===== config.mk =====
export PLATFORM = sky130hd
export DESIGN_NAME = wmsd_iter
export DESIGN_NICKNAME = d
export VERILOG_FILES = /design/src/sv/wmsd_pkg.sv /design/src/sv/wmsd_iter.sv
export SDC_FILE = /design/constraint.sdc
export NUM_CORES = 1
export LEC_CHECK = 0
export BUFFER_PORTS_ARGS = -buffer_cell sky130_fd_sc_hd__buf_2
export CORE_ASPECT_RATIO = 0.8
export CORE_UTILIZATION = 51
export DETAILED_ROUTE_END_ITERATION = 10
export MAX_ROUTING_LAYER = met4
export PLACE_DENSITY = 0.74
export RECOVER_POWER = 50
export SLEW_MARGIN = 20
export SYNTH_ARGS = -nofsm -noshare
export SYNTH_HDL_FRONTEND = slang
export SYNTH_SLANG_ARGS = --single-unit

===== constraint.sdc =====
create_clock -name clk -period 4.72 [get_ports clk]
set_clock_uncertainty 0.1 [all_clocks]
set_input_delay 0.944 -clock clk [delete_from_list [all_inputs] [get_ports clk]]
set_output_delay 0.944 -clock clk [all_outputs]
set_load 0.005 [all_outputs]

===== src/sv/wmsd_pkg.sv =====
// ----------------------------------------------------------------------------
// wmsd_pkg: shared types and constants for the weighted mean / stddev block
// Beat payloads, the command to the shift-subtract unit, and fixed widths.
// ----------------------------------------------------------------------------
package wmsd_pkg;

    localparam int MAX_OBJECTS = 4096;
    localparam int COUNT_W     = 13;
    localparam int STEP_W      = 7;
    localparam int REM_W       = 41;
    localparam int DVS_W       = 40;
    localparam int QUO_W       = 64;
    localparam int ROOT_W      = 32;

    localparam logic [COUNT_W-1:0] MAX_COUNT  = COUNT_W'(MAX_OBJECTS);
    localparam logic [STEP_W-1:0]  STEPS_DIV  = STEP_W'(32);
    localparam logic [STEP_W-1:0]  STEPS_WIDE = STEP_W'(64);
    localparam logic [STEP_W-1:0]  STEPS_SQRT = STEP_W'(32);

    typedef struct packed {
        logic signed [31:0] sample_value;
        logic [15:0]        sample_weight;
        logic               object_active;
        logic               value_missing;
        logic               last_object;
    } sample_t;

    typedef struct packed {
        logic signed [31:0]   weighted_mean;
        logic [31:0]          weighted_stddev;
        logic [COUNT_W-1:0]   used_count;
    } result_t;

    typedef struct packed {
        logic              start;
        logic              sqrt_mode;
        logic [STEP_W-1:0] steps;
    } iter_cmd_t;

endpackage


===== src/sv/wmsd_iter.sv =====
// ----------------------------------------------------------------------------
// wmsd_iter: shared shift-subtract unit
// Restoring division (one quotient bit per cycle) or digit-by-digit square
// root (one root bit per cycle), with one compare-subtract used for both.
// ----------------------------------------------------------------------------
module wmsd_iter (
    input  logic                           clk,
    input  logic                           rst_n,
    input  wmsd_pkg::iter_cmd_t            cmd,
    input  logic [wmsd_pkg::REM_W-1:0]     rem_init,
    input  logic [wmsd_pkg::QUO_W-1:0]     dvd_init,
    input  logic [wmsd_pkg::DVS_W-1:0]     dvs,
    output logic                           done,
    output logic [wmsd_pkg::QUO_W-1:0]     quo
);
    import wmsd_pkg::*;

    localparam int SUB_W = REM_W + 1;

    logic              busy_reg;
    logic              done_reg;
    logic [STEP_W-1:0] step_cnt_reg;
    logic              sqrt_reg;
    logic [REM_W-1:0]  rem_reg;
    logic [QUO_W-1:0]  dvd_reg;
    logic [QUO_W-1:0]  quo_reg;
    logic [DVS_W-1:0]  dvs_reg;

    logic [SUB_W-1:0]  a_op;
    logic [SUB_W-1:0]  b_op;
    logic [SUB_W:0]    diff;
    logic              ge;

    // In root mode the trial value is the partial root with "01" appended,
    // and two radicand bits are brought down each step.
    always_comb
    begin
        if (sqrt_reg)
        begin
            a_op = {rem_reg[REM_W-2:0], dvd_reg[QUO_W-1 -: 2]};
            b_op = SUB_W'({quo_reg[ROOT_W-1:0], 2'b01});
        end
        else
        begin
            a_op = {rem_reg, dvd_reg[QUO_W-1]};
            b_op = SUB_W'(dvs_reg);
        end
        diff = {1'b0, a_op} - {1'b0, b_op};
        ge   = ~diff[SUB_W];
    end

    always_ff @(posedge clk or negedge rst_n)
    begin
        if (!rst_n)
        begin
            busy_reg     <= 1'b0;
            done_reg     <= 1'b0;
            step_cnt_reg <= '0;
        end
        else
        begin
            done_reg <= ~cmd.start & busy_reg & (step_cnt_reg == STEP_W'(1));
            if (cmd.start)
            begin
                busy_reg     <= 1'b1;
                step_cnt_reg <= cmd.steps;
            end
            else if (busy_reg)
            begin
                step_cnt_reg <= step_cnt_reg - STEP_W'(1);
                if (step_cnt_reg == STEP_W'(1))
                    busy_reg <= 1'b0;
            end
        end
    end

    always_ff @(posedge clk)
    begin
        if (cmd.start)
        begin
            sqrt_reg <= cmd.sqrt_mode;
            rem_reg  <= rem_init;
            dvd_reg  <= dvd_init;
            dvs_reg  <= dvs;
            quo_reg  <= '0;
        end
        else if (busy_reg)
        begin
            rem_reg <= ge ? diff[REM_W-1:0] : a_op[REM_W-1:0];
            dvd_reg <= sqrt_reg ? {dvd_reg[QUO_W-3:0], 2'b00} : {dvd_reg[QUO_W-2:0], 1'b0};
            quo_reg <= {quo_reg[QUO_W-2:0], ge};
        end
    end

    assign done = done_reg;
    assign quo  = quo_reg;

endmodule


Word level (Yosys, flattened, before mapping)
Cells that the tools add are included.
Widths: inputs -> output; s select.
{"block": "op_classes", "n_reduce_logical": 1, "eq_ne": 1, "addsub": 2, "bitwise_logic": 4, "mux": 13}
{"operator": "$mux 64", "n": 3}
{"operator": "$mux 41", "n": 3}
{"operator": "$sub 42x42->43", "n": 1}
{"operator": "$mux 42", "n": 1}
{"operator": "$mux 40", "n": 1}
{"operator": "$mux 7", "n": 2}
{"operator": "$eq 7x1->1 const B", "n": 1}
{"operator": "$sub 7x1->7 const B", "n": 1}
{"operator": "$mux 1", "n": 3}
{"operator": "$and 1x1->1", "n": 2}
{"operator": "$not 1->1", "n": 2}
{"operator": "$reduce_bool 2->1", "n": 1}
{"block": "totals", "reg_bits": 219, "in_bits": 156, "output_inout_bits": 65, "elab_cells": 29}

Depth between registers and ports, before layout
{"block": "logic_depth", "depth_word": 5, "ltp_mapped": 18, "ltp_nobuf": 12}

Worst setup path after synthesis
Ideal clock, no wire load.
{"block": "synth_path", "path_kind": "register to register", "from": "register sqrt_reg", "to": "register rem_reg[14], data pin", "period_less_slack_ns": 4.607, "path_stages_with_launch": 17, "t_required_ns": 4.360, "t_arrival_ns": 4.248, "path_slack_ns": 0.113, "path_buffers": 5, "setup_time_ns": 0.260, "cell_sequence": "edfxtp_1 clkbuf_1 buf_1 clkbuf_1 buf_1 mux2i_1 ha_1 a21o_1 o21bai_1 a311o_1 a221o_1 a21oi_4 a21oi_2 buf_2 nor2_1 a21oi_1 mux2_2"}
{"block": "synth_between", "elab_chain_cells": 5, "word_cells_on_any_way": 6, "classes_between": "add/sub (1); mux (5)"}
{"item": "start, declared", "line_no": "wmsd_iter.sv:23", "source": "logic sqrt_reg;"}
{"item": "start signal, assigned", "line_no": "wmsd_iter.sv:81", "source": "sqrt_reg <= cmd.sqrt_mode;"}
{"item": "$mux 42 or $mux 40 (tied branches)", "line_no": "wmsd_iter.sv:38", "source": "if (sqrt_reg)"}
{"item": "$sub 42x42->43", "line_no": "wmsd_iter.sv:48", "source": "diff = {1'b0, a_op} - {1'b0, b_op};"}
{"item": "$mux 41 *", "line_no": "wmsd_iter.sv:89", "source": "rem_reg <= ge ? diff[REM_W-1:0] : a_op[REM_W-1:0];"}
{"item": "$mux 41 *", "line_no": "wmsd_iter.sv:87", "source": "else if (busy_reg)"}
{"item": "$mux 41 *", "line_no": "wmsd_iter.sv:79", "source": "if (cmd.start)"}
{"item": "end signal, assigned", "line_no": "wmsd_iter.sv:82", "source": "rem_reg <= rem_init;"}
{"item": "end signal, assigned", "line_no": "wmsd_iter.sv:89"}
{"item": "end, declared", "line_no": "wmsd_iter.sv:24", "source": "logic [REM_W-1:0] rem_reg;"}
Every way passes the cells marked *; elsewhere a longest branch is shown, timed or not. The select of a mux whose other input is x is not followed.
A chain may end at the register's enable or synchronous reset.

Worst setup path after layout
{"block": "layout_path", "from": "register sqrt_reg", "to": "register rem_reg[29], data pin"}
The elaborated chain is that of the path after synthesis.

==> results.sh <==
export IMPL_cts_sinks=219
export IMPL_synthArstFlopShare=0.0411
export IMPL_seqPwrFrac=0.327
export IMPL_drc=0
export IMPL_drt_first_pass_iters=6
export IMPL_clock_latency_ps=530
export IMPL_cp_start_kind="flop"
export IMPL_worstSetupPathType="flop to flop"
export IMPL_period_needed_ps=4220
export IMPL_core_area_um2=23600
export IMPL_grt_overflow=0
export IMPL_peakVddDrop_uv=344
export IMPL_ioPinCount=221
export IMPL_synthTopCellsByArea="edfxtp_1 (35%), mux2i_1 (13%), dfxtp_1 (10%)"
export IMPL_min_period_over_period=0.895
export IMPL_cts_clk_slew_worst_paths_ps=60
export IMPL_rows=50
export IMPL_swShare=0.363
export IMPL_gp_congestion=0.902
export IMPL_ys_flop_type="edfxtp_1"
export IMPL_relSlewSlack=-0.633
export IMPL_critPathTopFamily="compound AO/OA/AOI/OAI gates"
export IMPL_yosys_warnings=0
export IMPL_fin_setup_tns_ps=0
export IMPL_vias=9555
export IMPL_layout_commonest_cell="buf_2"
export IMPL_cp_depth=12
export IMPL_cts_buffers=24
export IMPL_tightest_slew_ps=2450
export IMPL_cp_cell_sequence="buf_12 -> mux2_2 -> ha_1 -> a21o_1 -> o21bai_1 -> a311o_1 -> a221o_1 -> a21oi_4 -> o2bb2ai_2 -> buf_4 -> o211ai_1 -> o21a_1"
export IMPL_syn_nets=1377
export IMPL_antenna_found_initial=3
export IMPL_worst_r2r_cell_count=12
export IMPL_synthToLayoutAreaGrowth_pct=17.0
export IMPL_powerDensity_nw_per_um2=552
export IMPL_hpwl_um=20300
export IMPL_p_leak_nw=6.59
export IMPL_yosys_cell_types_count=66
export IMPL_power_switching_mw=2.90
export IMPL_status="complete, but fails checks"
export IMPL_dieArea_um2=24900
export IMPL_synth_largest_area_cell="edfxtp_1"
export IMPL_ctsHtreeMaxLevel=1
export IMPL_critPathArrivalTime_ps=4400
export IMPL_p_comb_frac=0.439
export IMPL_cp_buffers_inverters=2
export IMPL_clock_fmax_mhz=237
export IMPL_seq_area_frac_synth=0.476
export IMPL_final_nets=1563
export IMPL_syn_area_um2=12400
export IMPL_ys_ff_latch=219
export IMPL_die_height_um=141
export IMPL_wl_per_cell_um=17.0
export IMPL_setup_viol=0
export IMPL_cts_path_max_buffers=3
export IMPL_grt_total_usage=0.238
export IMPL_pre_cts_ws_ps=527
export IMPL_drtIter0Drc=738
export IMPL_worst_slack_ps=497
export IMPL_cts_setup_buffers=0
export IMPL_ant_nets=0
export IMPL_clock_power_share=0.235
export IMPL_avgSynthCellArea_um2=10.5
export IMPL_viasPerCell=5.63
export IMPL_rsz0062_at_grt="no"
export IMPL_drt_wl_total_um=28800
export IMPL_layout_drive_gt1_share=0.228
export IMPL_end_kind="flop"
export IMPL_grt_pass1_wl_um=46500
export IMPL_violations="capacitance limit, slew limit"
export IMPL_cts_tree="yes"
export IMPL_maxSlewViolCount=179
export IMPL_die_w_um=176
export IMPL_final_core_util=0.613
export IMPL_final_cell_mix="buf_2 (194), mux2i_1 (165), edfxtp_1 (146)"
export IMPL_worstPathMaxFanout=30
export IMPL_grt_start_max_net_pins=95
export IMPL_cts_hold_buf=0
export IMPL_grt_pass1_vias=9090
export IMPL_hold_viol=0
export IMPL_syn_inst=1178
export IMPL_numPortBuffers=220
export IMPL_post_cts_resized=0
export IMPL_synth_edf_count=146
export IMPL_cp_slowest_stage_delay_ps=440
export IMPL_fin_total_pwr_mw=7.99
export IMPL_slowest_stage="edfxtp_1"
export IMPL_p_int_mw=5.09
export IMPL_yosysTopAreaCellShare=0.354
export IMPL_cts_root_buf="clkbuf_16"
export IMPL_max_cap_violations=3
export IMPL_r2r_setup_slack_ps=500
export IMPL_hp_class="input pin to async pin"
export IMPL_required_ps=4900
export IMPL_fin_cells=1697
export IMPL_placed_cells=1650
export IMPL_initial_core_util=0.525
synthesized netlist by cell type, types with 2 or more instances:
cell type,number
ha_1,42
a311o_1,2
o21a_1,13
a31o_2,2
and2_1,7
nor3_1,6
o31ai_1,3
nor4_1,3
o211ai_1,7
nand4_1,10
a221oi_1,3
or2_2,2
nor4b_1,2
a311oi_1,2
buf_1,21
a31oi_1,12
buf_2,10
o2111ai_1,2
a21o_1,23
clkbuf_1,42
o211a_1,2
or3_1,4
and4_1,2
mux2i_1,165
dfrtp_1,9
nor2b_1,3
nand2b_1,11
buf_6,3
nand3_1,11
nor2_1,106
o21ai_0,102
edfxtp_1,146
o21bai_1,11
inv_1,12
and3_1,8
mux2_2,53
a2bb2oi_1,6
a211oi_1,7
xor2_1,17
dfxtp_1,64
nand2_1,126
xnor2_1,20
a21oi_1,53
final cells by class:
class                      instances  area, um^2
clock buffer                      33         706
tap                              312         390
timing repair buffer             237        1220
fill                            2001        9120
multi-input combinational        869        6110
antenna                            3        7.51
sequential                       219        5890
clock inverter                    11        87.6
inverter                          13        51.3
through the flow:
step,hold slack (ps),area (um^2)
floorplan,385,12400
global placement,371,13700
detailed placement,410,13700
CTS,150,14500
global route,298,14500
finish,267,14500
power groups by stage:
stage / registers, mW / clock network, mW / logic (mW)
after CTS: 2.61 / 1.92 / 3.46
after global routing: 2.64 / 1.99 / 3.90
after detailed placement: 2.64 / 0 / 3.44
after global placement: 2.63 / 0 / 3.38
final: 2.61 / 1.88 / 3.50
after floorplan: 2.57 / 0 / 2.73
worst reg2reg max path, stage by stage (launching register included):
cell       delay [ps]
edfxtp_1          440
buf_12            240
mux2_2            380
ha_1              390
a21o_1            220
o21bai_1          180
a311o_1           410
a221o_1           390
a21oi_4           280
o2bb2ai_2         380
buf_4             300
o211ai_1          120
o21a_1            160
kinds of logic (layout without fill, tap and decap cells):
kind of cell    after synthesis  count (layout)  synth area share
compound gates              267             267             0.135
xor+xnor                     37              37            0.0262
fa+ha+maj                    43              43            0.0441
buf+inv                      90             294            0.0311
flops                       219             219             0.476
mux                         218             218             0.182
other cells                   0               3                 0
simple gates                304             304             0.106
layer usage:
| metal | up-vias | part of all wire | wire length [um] | global-route usage |
|---|---|---|---|---|
| li1 | 4691 | - | - | - |
| met1 | 4488 | 0.49 | 14100 | 0.349 |
| met2 | 342 | 0.42 | 12100 | 0.338 |
| met3 | 34 | 0.073 | 2110 | 0.0394 |
| met4 | 0 | 0.018 | 510 | 0.0618 |
| met5 | - | 0 | 0 | - |
final timing paths:
| path | startpoint | end |
|---|---|---|
| worst max-delay path | sqrt_reg$_DFFE_PP_ | rem_reg[29]$_DFFE_PP_ |
| worst min-delay path | rst_n | step_cnt_reg[2]$_DFFE_PN0P_ |
| worst max register to register | sqrt_reg$_DFFE_PP_ | rem_reg[29]$_DFFE_PP_ |
| worst min register to register | quo[63]$_SDFFE_PP0P_ | quo[63]$_SDFFE_PP0P_ |
| max in group asynchronous | rst_n | busy_reg$_DFF_PN0_ |
| min in group clk | quo[63]$_SDFFE_PP0P_ | quo[63]$_SDFFE_PP0P_ |
Note: power is estimated with default switching activity, not from simulation.
